==> config.mk <==
export PLATFORM = sky130hd
export DESIGN_NAME = spi_div
export DESIGN_NICKNAME = d
export VERILOG_FILES = /design/src/rtl/spi_pkg.sv /design/src/rtl/spi_div.sv
export SDC_FILE = /design/constraint.sdc
export NUM_CORES = 1
export LEC_CHECK = 0
export BUFFER_PORTS_ARGS = -buffer_cell sky130_fd_sc_hd__buf_2
export CORE_MARGIN = 2
export CORE_UTILIZATION = 50
export CTS_CLUSTER_SIZE = 40
export DETAILED_ROUTE_END_ITERATION = 8
export GPL_ROUTABILITY_DRIVEN = 0
export PLACE_DENSITY = 0.76
export SETUP_SLACK_MARGIN = 0.05
export SKIP_LAST_GASP = 1
export SLEW_MARGIN = 20
export SYNTH_ARGS = -nofsm -noshare
export SYNTH_HDL_FRONTEND = slang
export SYNTH_SLANG_ARGS = --single-unit
==> constraint.sdc <==
create_clock -name clk_i -period 2.7 [get_ports clk_i]
set_input_delay 0.27 -clock clk_i [delete_from_list [all_inputs] [get_ports clk_i]]
set_output_delay 0.27 -clock clk_i [all_outputs]
set_load 0.01 [all_outputs]
==> src/rtl/spi_pkg.sv <==
`default_nettype none

package spi_pkg;

  // field widths
  localparam int unsigned XYW       = 32;
  localparam int unsigned HW        = 16;
  localparam int unsigned RESW      = 23;
  localparam int unsigned MAX_STEPS = 63;

  // reset spacing, 0.1 m in Q16.16
  localparam logic [RESW-1:0] RES_RESET = 23'd6554;

  // heading limit in Q3.13
  localparam logic signed [HW-1:0] HEAD_MAX = 16'sd25736;

  // cordic datapath widths
  localparam int unsigned CXW = 56;
  localparam int unsigned CZW = 36;
  localparam logic signed [CZW-1:0] PI_Q30 = 36'sd3373259426;

  typedef enum logic [4:0] {
    ST_IDLE,
    ST_ABS,
    ST_SQX,
    ST_SQY,
    ST_SQRT_GO,
    ST_SQRT_WAIT,
    ST_CMP,
    ST_NDIV_GO,
    ST_NDIV_WAIT,
    ST_XDIV_GO,
    ST_XDIV_WAIT,
    ST_YDIV_GO,
    ST_YDIV_WAIT,
    ST_CORD_GO,
    ST_CORD_WAIT,
    ST_EMIT_START,
    ST_EMIT_END,
    ST_EMIT_PT
  } spi_state_e;

  typedef enum logic [1:0] {
    CS_IDLE,
    CS_NORM,
    CS_ITER,
    CS_FIN
  } spi_cstate_e;

  // arctangent of 2^-i in Q2.30
  function automatic logic [31:0] atan_q30(input logic [4:0] idx);
    logic [31:0] v;
    begin
      unique case (idx)
        5'd0:  v = 32'h3243F6A8;
        5'd1:  v = 32'h1DAC6705;
        5'd2:  v = 32'h0FADBAFC;
        5'd3:  v = 32'h07F56EA6;
        5'd4:  v = 32'h03FEAB76;
        5'd5:  v = 32'h01FFD55B;
        5'd6:  v = 32'h00FFFAAA;
        5'd7:  v = 32'h007FFF55;
        5'd8:  v = 32'h003FFFEA;
        5'd9:  v = 32'h001FFFFD;
        5'd10: v = 32'h000FFFFF;
        5'd11: v = 32'h0007FFFF;
        5'd12: v = 32'h0003FFFF;
        5'd13: v = 32'h0001FFFF;
        5'd14: v = 32'h0000FFFF;
        5'd15: v = 32'h00007FFF;
        5'd16: v = 32'h00003FFF;
        5'd17: v = 32'h00001FFF;
        5'd18: v = 32'h00000FFF;
        5'd19: v = 32'h000007FF;
        5'd20: v = 32'h000003FF;
        5'd21: v = 32'h000001FF;
        5'd22: v = 32'h000000FF;
        5'd23: v = 32'h0000007F;
        5'd24: v = 32'h0000003F;
        5'd25: v = 32'h0000001F;
        5'd26: v = 32'h0000000F;
        5'd27: v = 32'h00000008;
        5'd28: v = 32'h00000004;
        5'd29: v = 32'h00000002;
        5'd30: v = 32'h00000001;
        default: v = 32'h00000000;
      endcase
      return v;
    end
  endfunction

endpackage

`default_nettype wire

==> src/rtl/spi_div.sv <==
`default_nettype none

module spi_div
  import spi_pkg::*;
#(
  parameter int unsigned DW = 34,
  parameter int unsigned VW = RESW
) (
  input  wire logic          clk_i,
  input  wire logic          rst_ni,
  input  wire logic          start_i,
  input  wire logic [DW-1:0] dividend_i,
  input  wire logic [VW-1:0] divisor_i,
  output logic      [DW-1:0] quo_o,
  output logic      [VW-1:0] rem_o,
  output logic               done_o
);

  localparam int unsigned CW = $clog2(DW + 1);

  logic [DW-1:0] a_q;
  logic [VW-1:0] r_q;
  logic [VW-1:0] d_q;
  logic [CW-1:0] cnt_q;
  logic          busy_q;
  logic          done_q;

  logic [VW:0]   sh;
  logic          take;

  // restoring division, one quotient bit per cycle
  assign sh   = {r_q, a_q[DW-1]};
  assign take = (sh >= {1'b0, d_q});

  always_ff @(posedge clk_i or negedge rst_ni) begin
    if (!rst_ni) begin
      busy_q <= 1'b0;
      done_q <= 1'b0;
      cnt_q  <= '0;
    end else begin
      done_q <= 1'b0;
      if (start_i) begin
        busy_q <= 1'b1;
        cnt_q  <= '0;
      end else if (busy_q) begin
        cnt_q <= cnt_q + 1'b1;
        if (cnt_q == CW'(DW - 1)) begin
          busy_q <= 1'b0;
          done_q <= 1'b1;
        end
      end
    end
  end

  always_ff @(posedge clk_i) begin
    if (start_i) begin
      a_q <= dividend_i;
      r_q <= '0;
      d_q <= divisor_i;
    end else if (busy_q) begin
      r_q <= take ? VW'(sh - {1'b0, d_q}) : sh[VW-1:0];
      a_q <= {a_q[DW-2:0], take};
    end
  end

  assign quo_o  = a_q;
  assign rem_o  = r_q;
  assign done_o = done_q;

endmodule

`default_nettype wire

==> run_results.csv <==
group,metric,value,unit
worst_setup_path,cp_data_required_time,2.95,ns
timing,skew,0.02060,ns
power,p_switching,1.529,mW
detailed_routing,routed_wl,11.62,mm
synthesis,synth.yosys.seq_area_share,0.4962,
global_routing,via_count_of_the_first_global_routing_pass,3912,
final_layout,fill_cells,730,
timing,layout_min_cycle_time,2.689,ns
run,timing.max_cap.violations,0,
worst_setup_path,critical_path_peak_fanout,6,
worst_setup_path,critical_path_arrival,2.94,ns
synthesis,ys_seq_elements,88,
floorplanning,num_io_pins,118,
synthesis,synth_edf_count,57,
global_routing,overflow,0,
power,p_leak,2.775,nW
place,portBuffers,117,
synthesis,synth_top_cell_area_share,0.3580,
clocking,cts_buffers,9,
final_layout,regArea,2372,um^2
timing,hold_violations,0,
min_path,worst_hold_path_type,"in -> reg",
synthesis,netlist_instances,441,
final_layout,instances_no_fill,723,
synthesis,async_reset_ff_frac,0.09091,
timing,fin_crit_share,0.9960,
power,irDropWorstVdd,0.0004059,V
global_routing,top_usage_layer,"met2",
final_layout,drive_gt1_frac,0.3872,
worst_setup_path,worst_path_buffer_plus_inverter_count,3,
floorplanning,die_h,101.8,um
power,clock_power_frac,0.206,
final_layout,final_cell_mix,"sky130_fd_sc_hd__buf_2 (116), sky130_fd_sc_hd__edfxtp_1 (57), sky130_fd_sc_hd__nor2_1 (40)",
clocking,number_of_clock_sinks,88,
detailed_routing,avgViaCountPerCell,5.533,
worst_setup_path,worst_path_max_delay_cell,"sky130_fd_sc_hd__a2111oi_4",
floorplanning,die_w,101.8,um
synthesis,number_of_distinct_standard_cells_referenced_by_the_synthesized_netlist,52,
power,pwr_cell_area,723.7,nW/um^2
global_routing,gr-usage-met1,0.2601,
final_layout,diodes,0,
floorplanning,initial_utilization,0.5174,
timing,setup_violations,0,
detailed_routing,drt_first_iter_violations,223,
clocking,cts_tree,"yes",
detailed_routing,final_routed_drc_violation_total,0,
outcome,outcome,"finished, final reports clean",
power,design_power_total,4.442,mW
floorplanning,core.rowCount,35,
clocking,cts-htree-levels,3,
timing,fmaxAchievable,371.9,MHz
synthesis,avgSynthCellArea,10.84,um^2
worst_setup_path,end_kind,"register",
detailed_routing,detailroute.via_count,4000,
synthesis,dominantRegCellSynth,"sky130_fd_sc_hd__edfxtp_1",
clocking,ctsRootBufferMaster,"sky130_fd_sc_hd__clkbuf_8",
timing,rsz0062_at_grt,"yes",
clocking,cts_buffer_depth,2,
synthesis,post_synth_instance_area,4781,um^2
worst_setup_path,crit_path_cell_trace,"inv_1 > ha_2 > fa_2 > nand2b_4 > a21oi_4 > o31ai_2 > nand3_1 > a2111oi_4 > buf_6 > buf_8 > mux2i_2 > a211oi_2",
worst_setup_path,cp_slowest_stage_delay,0.42,ns
place,numPlacedInstances,697,
power,p_comb_frac,0.399,
synthesis,synth_top_cells_by_area,"sky130_fd_sc_hd__edfxtp_1 (36%), sky130_fd_sc_hd__dfxtp_1 (9.6%), sky130_fd_sc_hd__mux2_2 (7.8%)",
global_routing,grt_max_degree,83,
final_layout,nets,675,
detailed_routing,firstDrtPassIters,5,
timing,max_slew_margin,0.3776,
synthesis,synth_nets,527,
worst_setup_path,critical-path-top-delay-family,"compound AO/OA/AOI/OAI gates",
global_routing,grt.met3_usage,0.06487,
global_routing,grtUsageMet2,0.3866,
synthesis,yosys_warnings,0,
timing,fin_hold_ws,0.05884,ns
detailed_routing,remaining_antenna_violation_count,0,
clocking,path_clk_slew,0.10,ns
detailed_routing,wl_per_cell,16.08,um
final_layout,area.growth.synth_to_final,28.37,%
worst_setup_path,setup.worst_path.start_class,"register",
floorplanning,floorplan.die_area,10360,um^2
clocking,clk-insertion-delay-late,0.38,ns
power,seq_power_share,0.395,
global_routing,grt.total_usage,0.2243,
synthesis,synth_area_leader_cell,"sky130_fd_sc_hd__edfxtp_1",
place,pre_cts_ws,-0.1064,ns
timing,layout_setup_ws,0.01077,ns
final_layout,most_common_library_cell_in_the_layout_ignoring_fill_and_taps,"sky130_fd_sc_hd__buf_2",
global_routing,grt_first_pass_wirelength,18.06,mm
worst_setup_path,critical_path_class,"reg -> reg",
final_layout,multi_input_gate_area,2322,um^2
floorplanning,core_area,9240,um^2
place,place.detailed.hpwl,7.965,mm
power,internal_power,2.912,mW
timing,worst_slew_pin_slew,0.9301,ns
power,power.switching_fraction,0.3443,
timing,slew_violations,0,
global_routing,grt_antenna_before_repair,0,
## area by class of cell
cell class,count,share of cell area
tap,129,0.02630
clock buffer,11,0.02141
clock inverter,5,0.009582
sequential,88,0.3865
timing repair buffer,156,0.1576
multi-input combinational,301,0.3784
inverter,33,0.02018
## worst paths after layout
| kind | slack [ns] | depth (start not counted) | from | end |
|---|---|---|---|---|
| max in group asynchronous | 2.25 | 2 | rst_ni | cnt_q[5] |
| min in group asynchronous | 0.27 | 2 | rst_ni | cnt_q[1] |
| min | 0.06 | 1 | divisor_i[20] | d_q[20] |
| max | 0.01 | 12 | quo_o[33] | rem_o[20] |
| min reg2reg | 0.52 | 2 | rem_o[7] | rem_o[7] |
| max reg2reg | 0.01 | 12 | quo_o[33] | rem_o[20] |
## cells in the mapped netlist, types with 2 or more instances
cell,instances
sky130_fd_sc_hd__and3_1,2
sky130_fd_sc_hd__a31oi_1,3
sky130_fd_sc_hd__a211oi_1,16
sky130_fd_sc_hd__and2_1,3
sky130_fd_sc_hd__o21ai_0,20
sky130_fd_sc_hd__clkbuf_1,9
sky130_fd_sc_hd__inv_1,33
sky130_fd_sc_hd__nand2_1,23
sky130_fd_sc_hd__xor2_1,12
sky130_fd_sc_hd__o21a_1,4
sky130_fd_sc_hd__mux2i_1,5
sky130_fd_sc_hd__edfxtp_1,57
sky130_fd_sc_hd__a32oi_1,6
sky130_fd_sc_hd__nor2b_1,5
sky130_fd_sc_hd__a21boi_0,2
sky130_fd_sc_hd__a211o_1,2
sky130_fd_sc_hd__a21oi_1,28
sky130_fd_sc_hd__nor2_1,43
sky130_fd_sc_hd__nand4_1,5
sky130_fd_sc_hd__or3_1,3
sky130_fd_sc_hd__nor3b_1,2
sky130_fd_sc_hd__xnor2_1,8
sky130_fd_sc_hd__ha_1,25
sky130_fd_sc_hd__o31ai_1,4
sky130_fd_sc_hd__mux2_2,33
sky130_fd_sc_hd__dfxtp_1,23
sky130_fd_sc_hd__nor3_1,4
sky130_fd_sc_hd__buf_2,3
sky130_fd_sc_hd__nor4_1,2
sky130_fd_sc_hd__dfrtp_1,8
sky130_fd_sc_hd__a311oi_1,2
sky130_fd_sc_hd__nand2b_1,3
sky130_fd_sc_hd__o21ai_1,2
sky130_fd_sc_hd__a21oi_2,3
sky130_fd_sc_hd__nand3_1,6
sky130_fd_sc_hd__buf_1,5
sky130_fd_sc_hd__a21o_1,11
sky130_fd_sc_hd__a2111oi_4,2
## per-layer routing
layer	vias to the layer above	routed length (um)
met2	149	5856
li1	1923	-
met5	-	0
met3	22	740
met4	0	288
met1	1906	4739
## power by group through the flow
stage / combinational [mW] / sequential [mW] / clock (mW)
finish: 1.77 / 1.75 / 0.915
global route: 1.92 / 1.78 / 0.981
CTS: 1.57 / 1.75 / 0.934
detailed placement: 1.51 / 1.77 / 0
global placement: 1.47 / 1.77 / 0
floorplan: 0.926 / 1.83 / 0
## cells by family after synthesis
kind of cell / synth area share
adders and majority gates: 0.06962
and+or+nand+nor: 0.09552
DFF: 0.4962
buffers and inverters: 0.04397
xor gates and xnor gates: 0.03664
AOI/OAI and AO/OA: 0.1699
muxes: 0.08820
## stage by stage
| stage | setup TNS [ns] | instance area [um^2] | util |
|---|---|---|---|
| 6_report | 0 | 6137 | 0.6642 |
| 5_1_grt | -1.127 | 6137 | 0.6642 |
| 4_1_cts | -0.02215 | 5949 | 0.6439 |
| 3_5_place_dp | -0.4905 | 5699 | 0.6168 |
| 3_3_place_gp | 0 | 5699 | 0.6168 |
| 2_1_floorplan | 0 | 4781 | - |
## timing repair
item                                    in CTS  in global routing
cloned                                       0                  2
endpoints found under the setup margin      16                 24
setup buffers                                3                  6
pin swaps                                    6                 13
gates resized for setup                      9                 21
hold buffers                                 1                  0
endpoints found under the hold margin        8                  0
## registers in the layout (all words and copies together) (netlist names)
| signal | flops |
|---|---|
| done_o | 1 |
| busy_q | 1 |
| cnt_q | 6 |
| rem_o | 23 |
| d_q | 23 |
| quo_o | 34 |
## worst register-to-register path: stages, from the launching register on
cell	delay [ns]
sky130_fd_sc_hd__edfxtp_1	0.40
sky130_fd_sc_hd__inv_1	0.08
sky130_fd_sc_hd__ha_2	0.20
sky130_fd_sc_hd__fa_2	0.23
sky130_fd_sc_hd__nand2b_4	0.15
sky130_fd_sc_hd__a21oi_4	0.06
sky130_fd_sc_hd__o31ai_2	0.21
sky130_fd_sc_hd__nand3_1	0.16
sky130_fd_sc_hd__a2111oi_4	0.42
sky130_fd_sc_hd__buf_6	0.20
sky130_fd_sc_hd__buf_8	0.13
sky130_fd_sc_hd__mux2i_2	0.24
sky130_fd_sc_hd__a211oi_2	0.10
(Power assumes the default switching activity.)
