--- config.mk ---
export PLATFORM = sky130hd
export DESIGN_NAME = spi_isqrt
export DESIGN_NICKNAME = d
export VERILOG_FILES = /design/src/rtl/spi_pkg.sv /design/src/rtl/spi_isqrt.sv
export SDC_FILE = /design/constraint.sdc
export NUM_CORES = 1
export LEC_CHECK = 0
export ABC_AREA = 1
export BUFFER_PORTS_ARGS = -buffer_cell sky130_fd_sc_hd__buf_2
export CAP_MARGIN = 20
export CORE_MARGIN = 2
export CORE_UTILIZATION = 40
export CTS_CLUSTER_DIAMETER = 100
export DETAILED_ROUTE_END_ITERATION = 12
export GPL_TIMING_DRIVEN = 0
export HOLD_SLACK_MARGIN = 0.03
export PLACE_DENSITY_LB_ADDON = 0.1
export SYNTH_ARGS = -nofsm -noshare
export SYNTH_HDL_FRONTEND = slang
export SYNTH_SLANG_ARGS = --single-unit
--- constraint.sdc ---
create_clock -name clk_i -period 8.4 [get_ports clk_i]
set_input_delay 1.26 -clock clk_i [delete_from_list [all_inputs] [get_ports clk_i]]
set_output_delay 1.26 -clock clk_i [all_outputs]
set_load 0.02 [all_outputs]
--- src/rtl/spi_pkg.sv ---
`default_nettype none

package spi_pkg;

  // field widths
  localparam int unsigned XYW       = 32;
  localparam int unsigned HW        = 16;
  localparam int unsigned RESW      = 23;
  localparam int unsigned MAX_STEPS = 63;

  // reset spacing, 0.1 m in Q16.16
  localparam logic [RESW-1:0] RES_RESET = 23'd6554;

  // heading limit in Q3.13
  localparam logic signed [HW-1:0] HEAD_MAX = 16'sd25736;

  // cordic datapath widths
  localparam int unsigned CXW = 56;
  localparam int unsigned CZW = 36;
  localparam logic signed [CZW-1:0] PI_Q30 = 36'sd3373259426;

  typedef enum logic [4:0] {
    ST_IDLE,
    ST_ABS,
    ST_SQX,
    ST_SQY,
    ST_SQRT_GO,
    ST_SQRT_WAIT,
    ST_CMP,
    ST_NDIV_GO,
    ST_NDIV_WAIT,
    ST_XDIV_GO,
    ST_XDIV_WAIT,
    ST_YDIV_GO,
    ST_YDIV_WAIT,
    ST_CORD_GO,
    ST_CORD_WAIT,
    ST_EMIT_START,
    ST_EMIT_END,
    ST_EMIT_PT
  } spi_state_e;

  typedef enum logic [1:0] {
    CS_IDLE,
    CS_NORM,
    CS_ITER,
    CS_FIN
  } spi_cstate_e;

  // arctangent of 2^-i in Q2.30
  function automatic logic [31:0] atan_q30(input logic [4:0] idx);
    logic [31:0] v;
    begin
      unique case (idx)
        5'd0:  v = 32'h3243F6A8;
        5'd1:  v = 32'h1DAC6705;
        5'd2:  v = 32'h0FADBAFC;
        5'd3:  v = 32'h07F56EA6;
        5'd4:  v = 32'h03FEAB76;
        5'd5:  v = 32'h01FFD55B;
        5'd6:  v = 32'h00FFFAAA;
        5'd7:  v = 32'h007FFF55;
        5'd8:  v = 32'h003FFFEA;
        5'd9:  v = 32'h001FFFFD;
        5'd10: v = 32'h000FFFFF;
        5'd11: v = 32'h0007FFFF;
        5'd12: v = 32'h0003FFFF;
        5'd13: v = 32'h0001FFFF;
        5'd14: v = 32'h0000FFFF;
        5'd15: v = 32'h00007FFF;
        5'd16: v = 32'h00003FFF;
        5'd17: v = 32'h00001FFF;
        5'd18: v = 32'h00000FFF;
        5'd19: v = 32'h000007FF;
        5'd20: v = 32'h000003FF;
        5'd21: v = 32'h000001FF;
        5'd22: v = 32'h000000FF;
        5'd23: v = 32'h0000007F;
        5'd24: v = 32'h0000003F;
        5'd25: v = 32'h0000001F;
        5'd26: v = 32'h0000000F;
        5'd27: v = 32'h00000008;
        5'd28: v = 32'h00000004;
        5'd29: v = 32'h00000002;
        5'd30: v = 32'h00000001;
        default: v = 32'h00000000;
      endcase
      return v;
    end
  endfunction

endpackage

`default_nettype wire

--- src/rtl/spi_isqrt.sv ---
`default_nettype none

module spi_isqrt
  import spi_pkg::*;
(
  input  wire logic        clk_i,
  input  wire logic        rst_ni,
  input  wire logic        start_i,
  input  wire logic [65:0] rad_i,
  output logic      [32:0] root_o,
  output logic             done_o
);

  logic [65:0] rad_q;
  logic [34:0] rem_q;
  logic [32:0] root_q;
  logic [5:0]  cnt_q;
  logic        busy_q;
  logic        done_q;

  logic [36:0] sh;
  logic [36:0] trial;
  logic        take;

  // one root bit per cycle, two radicand bits in
  assign sh    = {rem_q, rad_q[65:64]};
  assign trial = {2'b00, root_q, 2'b01};
  assign take  = (sh >= trial);

  always_ff @(posedge clk_i or negedge rst_ni) begin
    if (!rst_ni) begin
      busy_q <= 1'b0;
      done_q <= 1'b0;
      cnt_q  <= '0;
    end else begin
      done_q <= 1'b0;
      if (start_i) begin
        busy_q <= 1'b1;
        cnt_q  <= '0;
      end else if (busy_q) begin
        cnt_q <= cnt_q + 6'd1;
        if (cnt_q == 6'd32) begin
          busy_q <= 1'b0;
          done_q <= 1'b1;
        end
      end
    end
  end

  always_ff @(posedge clk_i) begin
    if (start_i) begin
      rad_q  <= rad_i;
      rem_q  <= '0;
      root_q <= '0;
    end else if (busy_q) begin
      rad_q  <= {rad_q[63:0], 2'b00};
      rem_q  <= take ? 35'(sh - trial) : sh[34:0];
      root_q <= {root_q[31:0], take};
    end
  end

  assign root_o = root_q;
  assign done_o = done_q;

endmodule

`default_nettype wire

==> reports/metrics.cfg, run 1 <==
[global_route]
grt_use_total = 0.207
grt_pass1_vias = 7436
grt_max_degree = 28
antenna_found_initial = 0
grt_pass1_wl_microns = 36700
grt_overflow_total = 0

[power]
leakage_uw = 0.00533
p_per_area_mw_per_mm2 = 360
irDropWorstVdd_mv = 0.179

[logic_synthesis]
syn_area_sq_mm = 0.00859
synth_seq_area_share = 0.413
ys_ff_latch = 142
synth_cell_types = 36
synthesis.nets = 1337
synth_cells = 1231
yosys_warnings = 0
syn-mean-instance-area_sq_um = 6.98

[cts]
cts-root-buf = clkbuf_16
htreeDepth = 4
ctsResizeCount = 0
cts_buffers = 17
clock-sinks = 142
cts-hold-fix-buffers = 0
cts_setup_buffers = 0
cts_tree = done
clock_latency_ns = 0.44
cts_buffer_depth = 2
path_clk_slew_ns = 0.06

[routing]
vias_per_cell = 4.69
first_pass_iters = 5
drc = 0
wirelength_microns = 22300
dr_total_vias = 7696
wl_per_cell_microns = 13.6
drtIter0Drc = 408
drtAntennaViolNets = 0

[sta]
post-route-min-period_ns = 2.94
slew_headroom = 0.543
worst_pin_slew_ns = 0.685
setup-violations-final = 0
clock_skew_ns = 0.0114
period_share = 0.351
max_freq_mhz = 340
tns_ns = 0
hold_viol_final = 0
finalHoldWorstSlack_ns = 0.456
fin_ws_ns = 5.46
rsz0062_at_grt = no
final_max_slew_viol_count = 0

[place]
portBuffers = 101
place_hpwl_microns = 17300
gp_congestion = 0.922
dpl_worst_slack_ns = 4.96

[job]
maxCapViolations = 0

[worst_setup_path]
slowest_delay_ns = 0.42
crit_slowest_cell = nor2_2
worstPathCellList = clkbuf_1 > nor2_2 > clkinv_1 > buf_2 > buf_12 > buf_12
cp-end-kind = register
critPathMostFrequentCell = buf_12
path_class = in2reg
cp_data_required_time_ns = 8.59
crit_path_start_kind = primary input
crit_fanout = 27
crit_arrival_ns = 3.13

[die]
die-area_sq_mm = 0.0227
rows = 53
die_width_microns = 151
ios = 103
core_sq_mm = 0.0210
fp.dieH_microns = 151
start_util = 0.409

[hold_path]
hold_class = reg2reg

[cells_and_area]
drive_gt1_frac = 0.130
area_growth_pct = 17.4
n_antenna_cell = 0
final_common_cell = nand2_1
final_nets = 1459
fin_util = 0.480
final_cell_mix = nand2_1, inv_1, buf_2

[run_status]
status = finished, final reports clean

## power by group
group          internal [uW]  total (uW)  switching, uW
clock network            426         775            349
logic                    685        1950           1270
registers                837         900           62.6
## synthesized netlist by cell type
master,count,area (sq um)
a211oi_1,1,7.51
a21oi_1,25,125
and2_1,2,12.5
and3_1,1,6.26
buf_1,5,18.8
buf_2,3,15.0
buf_4,4,30.0
buf_6,4,45.0
buf_8,2,30.0
clkbuf_1,19,71.3
clkinv_1,2,7.51
dfrtp_1,8,200
dfxtp_1,68,1360
edfxtp_1,66,1980
ha_1,37,463
inv_1,167,627
inv_2,1,3.75
nand2_1,565,2120
nand2_2,10,62.6
nand2_4,2,22.5
nand3_1,64,320
nand3_2,4,40.0
nand3b_1,29,218
nand4_1,5,31.3
nor2_1,50,188
nor2_2,10,62.6
nor2_4,2,22.5
nor3_1,10,50.1
nor3_4,1,16.3
nor4_1,2,12.5
o21ai_0,10,50.1
o21ai_1,1,5.00
o21bai_1,4,30.0
o22ai_1,32,200
xnor2_1,12,105
xor2_1,3,26.3
## worst max-delay path, delay by kind of cell
kind,cells,cell delay [ns]
buf+inv,5,1.42
simple gates,1,0.42
## area by class of cell
class	count	area, sq um
inverter	170	638
clock inverter	15	178
buffer	37	211
sequential	142	3540
multi-input combinational	882	4200
tap	275	344
timing repair buffer	103	546
clock buffer	17	425
fill	2207	10900
## worst paths after layout
check                                              from                endpoint  slack [ns]  cells past startpoint
min in group asynchronous                        rst_ni        busy_q$_DFF_PN0_        0.66                      1
worst max register to register  root_o[23]$_SDFFE_PP0P_  rem_q[25]$_SDFFE_PP0P_        5.99                     14
worst min register to register   rem_q[34]$_SDFFE_PP0P_  rem_q[34]$_SDFFE_PP0P_        0.46                      2
worst max-delay path                            start_i     rad_q[21]$_DFFE_PP_        5.46                      6
worst min-delay path             rem_q[34]$_SDFFE_PP0P_  rem_q[34]$_SDFFE_PP0P_        0.46                      2
max in group asynchronous                        rst_ni    cnt_q[5]$_DFFE_PN0P_        7.57                      1
## layer usage
metal,track usage,wire [microns],part of all wire,up-vias
li1,-,-,-,4107
met1,0.270,10700,0.48,3419
met2,0.345,10300,0.46,143
met3,0.0455,1010,0.045,27
met4,0.0566,355,0.016,0
met5,0,0,0,-
## per-stage QoR
step	cells	instance area (sq um)	total power (uW)
floorplan	1231	8590	2380
global placement	1607	9440	2840
detailed placement	1609	9480	2850
CTS	1641	10100	3640
global route	1641	10100	3960
finish	1641	10100	3630
## registers in the layout, indices dropped and copies added, names as in the netlist
| signal | flops |
|---|---|
| done_o | 1 |
| rad_q | 66 |
| busy_q | 1 |
| root_o | 33 |
| rem_q | 35 |
| cnt_q | 6 |
## logic make-up (layout without fill, tap and decap cells)
logic type               count (synthesis)  count (layout)  synth area share
AND/OR/NAND/NOR                        757             757             0.371
AO/OA/AOI/OAI                           73              73            0.0487
flip-flops                             142             142             0.413
adder cells (fa/ha/maj)                 37              37            0.0539
XOR/XNOR                                15              15            0.0153
buffers and inverters                  207             342            0.0988
Power figures use the tool's default switching activity.
==> run 2, diff against run 1 <==
Clock period 8.4 ns to 3 ns, I/O delays scaled along.
==> run 2 against run 1 <==
Net effect: clock skew fell by 0.0027 ns; clock-buffer cell count unchanged; critical path type is now reg2reg; non-clock buffer count is the same; worst setup slack worse by 4.9 ns; first-iteration DRC count increased by 6.9%; via count about the same; register-to-register slack got worse by 5.4 ns; global-route usage up 0.16 points.
==> reports/metrics.cfg, run 2 (synthesized netlist as in run 1, its figures left out) <==
[die]
die-area_sq_mm = 0.0227
rows = 53
ios = 103
core_sq_mm = 0.0210
die_width_microns = 151
start_util = 0.409
fp.dieH_microns = 151

[place]
dpl_worst_slack_ns = 0.552
portBuffers = 101
gp_congestion = 0.920
dpl_cell_area_sq_mm = 0.00947
place_hpwl_microns = 17100

[worst_setup_path]
crit_slowest_cell = ha_1
cp_data_required_time_ns = 3.33
worstPathCellList = inv_1 > ha_1 > nand2_1 > nor2_2 > nand2_1 > nor2_2 > nand3_1 > nand3_2 > nor2_4 > nand2_4 > buf_4 > nand3_1 > nand2_1 > nand2_1
crit_path_start_kind = register
reg2reg_depth = 14
worstReg2RegEnd = rem_q[25]$_SDFFE_PP0P_
crit_fanout = 10
reg2reg_slack_ns = 0.55
slowest_delay_ns = 0.39
critPathMostFrequentCell = nand2_1
path_class = reg2reg
cp-end-kind = register
crit_arrival_ns = 2.78
reg2reg_from = root_o[23]$_SDFFE_PP0P_

[global_route]
grt_overflow_total = 0
met2_usage = 0.350
grt_use_total = 0.208
grt_pass1_vias = 7457
grt_max_degree = 53
gr-max-usage-layer = met2
grt_pass1_wl_microns = 37000
antenna_found_initial = 0
use_met1 = 0.270
met3_usage = 0.0452

[sta]
setup-violations-final = 0
slew_headroom = 0.540
max_freq_mhz = 408
hold_viol_final = 0
period_share = 0.818
post-route-min-period_ns = 2.45
clock_skew_ns = 0.00868
fin_ws_ns = 0.546
worst_pin_slew_ns = 0.690
rsz0062_at_grt = no
final_max_slew_viol_count = 0

[cells_and_area]
area_growth_pct = 17.5
fillers = 2208
final_common_cell = nand2_1
final_cell_area_sq_mm = 0.0101
final_nets = 1459
drive_gt1_frac = 0.130
n_antenna_cell = 0
final_cell_mix = nand2_1, inv_1, buf_2
largest_reg_flops = 66
regMostFlops = rad_q

[cts]
cts_buffers = 17
path_clk_slew_ns = 0.07
cts_tree = done
clock_latency_ns = 0.44
htreeDepth = 4
cts-root-buf = clkbuf_16
cts_buffer_depth = 2
clock-sinks = 142

[routing]
dr_total_vias = 7692
drc = 0
wl_per_cell_microns = 13.7
drtIter0Drc = 436
first_pass_iters = 5
wirelength_microns = 22400
drtAntennaViolNets = 0
vias_per_cell = 4.69

[job]
maxCapViolations = 0

[hold_path]
hold_class = in2reg
whs_path_depth = 3
hold_start = rad_i[32]
min_to = rad_q[32]$_DFFE_PP_

[power]
p_total_uw = 10200
p_per_area_mw_per_mm2 = 1010
irDropWorstVdd_mv = 0.621
leakage_uw = 0.00533

[run_status]
status = finished, final reports clean

==> run 2: cell type report <==
cell class                      count  area, sq um  share of cell area
Clock inverter                     15          186              0.0185
Clock buffer                       17          425              0.0422
Tap cell                          275          344              0.0341
Multi-Input combinational cell    882         4200               0.416
Inverter                          170          638              0.0632
Sequential cell                   142         3540               0.351
Buffer                             37          214              0.0212
Timing Repair Buffer              103          543              0.0538
==> run 2: critical path, delay by kind of cell (launching register included) <==
| family | cells | cell delay [ns] |
|---|---|---|
| flip-flops | 1 | 0.33 |
| AND/OR/NAND/NOR | 11 | 1.34 |
| adder cells (fa/ha/maj) | 1 | 0.39 |
| buffers and inverters | 2 | 0.31 |
==> run 2: repair_timing <==
item | CTS | global route
resized for setup | 0 | 0
buffers inserted | 0 | 0
endpoints found under the hold margin | 8 | 0
hold buffers | 1 | 0
==> run 2: worst max-delay path by stage <==
stage | startpoint | end | slack, ns | depth (start not counted)
after floorplan | start_i | rad_q[0]$_SDFFCE_PN0P_ | 0.60 | 4
after global placement | start_i | rad_q[21]$_DFFE_PP_ | -0.38 | 4
after detailed placement | root_o[23]$_SDFFE_PP0P_ | rem_q[25]$_SDFFE_PP0P_ | 0.55 | 14
after CTS | root_o[23]$_SDFFE_PP0P_ | rem_q[25]$_SDFFE_PP0P_ | 0.54 | 14
after global routing | root_o[23]$_SDFFE_PP0P_ | rem_q[25]$_SDFFE_PP0P_ | 0.40 | 14
final | root_o[23]$_SDFFE_PP0P_ | rem_q[25]$_SDFFE_PP0P_ | 0.55 | 14
==> run 2: layer usage <==
layer	share of wire	vias to the layer above
met5	0	-
met4	0.014	0
met3	0.044	20
met2	0.46	145
met1	0.48	3422
li1	-	4105
==> run 2: power breakdown <==
part	leakage, uW	switching [uW]	internal [uW]
sequential	0.00139	174	2340
clock	0.000300	1020	1210
combinational	0.00364	3550	1920
==> run 2: through the flow <==
stage	std cells	hold slack, ns	TNS, ns	util
floorplan	1231	0.154	0	-
global placement	1607	0.305	-27.56	0.449
detailed placement	1608	0.303	0	0.451
CTS	1641	0.264	0	0.480
global route	1641	0.272	0	0.480
finish	1641	0.280	0	0.480
==> run 3, diff against run 2 <==
Clock period 3 ns to 2.55 ns, I/O delays scaled along.
==> run 3 against run 2 <==
Net effect: first-iteration DRC count up 1.1%; worst hold slack lost 0.064 ns; combinational power up 18%; sequential power is 17% higher; register-to-register slack got worse by 0.41 ns; highest routed layer unchanged.
==> reports/metrics.cfg, run 3 (synthesized netlist as in run 1, its figures left out) <==
[cells_and_area]
fin_cells = 1641
fillers = 2204
final_cell_mix = nand2_1, inv_1, buf_2
largest_reg_flops = 66
area_growth_pct = 17.7
n_antenna_cell = 0
final_nets = 1459
drive_gt1_frac = 0.135
regMostFlops = rad_q
final_common_cell = nand2_1
final_cell_area_sq_mm = 0.0101

[die]
die_width_microns = 151
fp.dieH_microns = 151
core_sq_mm = 0.0210
die-area_sq_mm = 0.0227
rows = 53
start_util = 0.409
ios = 103

[cts]
path_clk_slew_ns = 0.07
clock-sinks = 142
cts_buffer_depth = 2
cts-root-buf = clkbuf_16
clock_latency_ns = 0.43
cts_setup_buffers = 0
cts_tree = done
cts_buffers = 17
htreeDepth = 4

[sta]
hold_viol_final = 0
final_max_slew_viol_count = 0
tns_ns = 0
max_freq_mhz = 414
clock_skew_ns = 0.00885
fin_ws_ns = 0.133
rsz0062_at_grt = yes
setup-violations-final = 0
slew_headroom = 0.534
post-route-min-period_ns = 2.42
period_share = 0.948
worst_pin_slew_ns = 0.699

[global_route]
gr-max-usage-layer = met2
grt_overflow_total = 0
grt_pass1_vias = 7457
met3_usage = 0.0452
grt_use_total = 0.208
grt_pass1_wl_microns = 37000
use_met1 = 0.270
antenna_found_initial = 0
grt_max_degree = 53
met2_usage = 0.350

[power]
leakage_uw = 0.00533
p_total_uw = 12000
p_per_area_mw_per_mm2 = 1190
irDropWorstVdd_mv = 0.727

[routing]
wl_per_cell_microns = 13.7
drtIter0Drc = 441
drc = 0
dr_total_vias = 7725
wirelength_microns = 22500
vias_per_cell = 4.71
drtAntennaViolNets = 0
first_pass_iters = 5

[job]
maxCapViolations = 0

[place]
placed_cells = 1608
gp_congestion = 0.920
place_hpwl_microns = 17100
portBuffers = 101
dpl_cell_area_sq_mm = 0.00947
dpl_worst_slack_ns = 0.102

[run_status]
status = finished, final reports clean

[hold_path]
hold_class = in2reg

[worst_setup_path]
crit_fanout = 10
cp_data_required_time_ns = 2.88
crit_arrival_ns = 2.74
cp-end-kind = register
path_class = reg2reg
crit_path_start_kind = register

## run 3: changes by cell type in the layout (fill, tap and decap cells not counted)
cell | previous run | this run
ha_1 | 37 | 31
ha_2 | 0 | 6
nor2_2 | 10 | 9
nor2_4 | 2 | 3
## run 3: final cells by class
class	instances	area, sq um	area share
Inverter	170	638	0.0631
Buffer	37	214	0.0212
Clock buffer	17	425	0.0421
Tap cell	275	344	0.0340
Clock inverter	15	186	0.0184
Sequential cell	142	3540	0.350
Timing Repair Buffer	103	543	0.0537
Multi-Input combinational cell	882	4220	0.417
## run 3: what timing repair did
| item | 4_1_cts | 5_1_grt |
|---|---|---|
| gates resized for setup | 0 | 7 |
| endpoints found under the hold margin | 8 | 0 |
| hold buffers | 1 | 0 |
| endpoints found under the setup margin | 0 | 5 |
## run 3: worst max-delay path, cell delays in order (launching register included)
cell and delay [ns]:
dfxtp_1 0.33, inv_1 0.08, ha_2 0.38, nand2_1 0.13, nor2_2 0.19, nand2_1 0.10, nor2_2 0.19, nand3_1 0.11
nand3_2 0.09, nor2_4 0.05, nand2_4 0.12, buf_4 0.23, nand3_1 0.16, nand2_1 0.12, nand2_1 0.05
## run 3: final timing paths
path                                    startpoint                      to  slack (ns)  cells past startpoint
min in group asynchronous                   rst_ni    cnt_q[5]$_DFFE_PN0P_        0.33                      2
hold / removal                           rad_i[32]     rad_q[32]$_DFFE_PP_        0.22                      3
setup reg to reg           root_o[23]$_SDFFE_PP0P_  rem_q[25]$_SDFFE_PP0P_        0.13                     14
hold reg to reg             rem_q[33]$_SDFFE_PP0P_  rem_q[33]$_SDFFE_PP0P_        0.45                      2
setup / recovery           root_o[23]$_SDFFE_PP0P_  rem_q[25]$_SDFFE_PP0P_        0.13                     14
max in group asynchronous                   rst_ni    cnt_q[1]$_DFFE_PN0P_        2.05                      2
## run 3: power breakdown
| part | total (uW) | internal (uW) | switching [uW] |
|---|---|---|---|
| registers | 2960 | 2760 | 208 |
| logic | 6460 | 2270 | 4190 |
| clock network | 2620 | 1420 | 1190 |
## run 3: metal layers
metal / part of all wire / up-vias
met5: 0 / -
met4: 0.014 / 0
met3: 0.044 / 19
met2: 0.47 / 147
met1: 0.48 / 3459
li1: - / 4100
## run 3: stage by stage
stage	util	hold slack, ns
after floorplan	-	0.0869
after global placement	0.449	0.238
after detailed placement	0.451	0.236
after CTS	0.480	0.196
after global routing	0.481	0.205
final	0.481	0.217
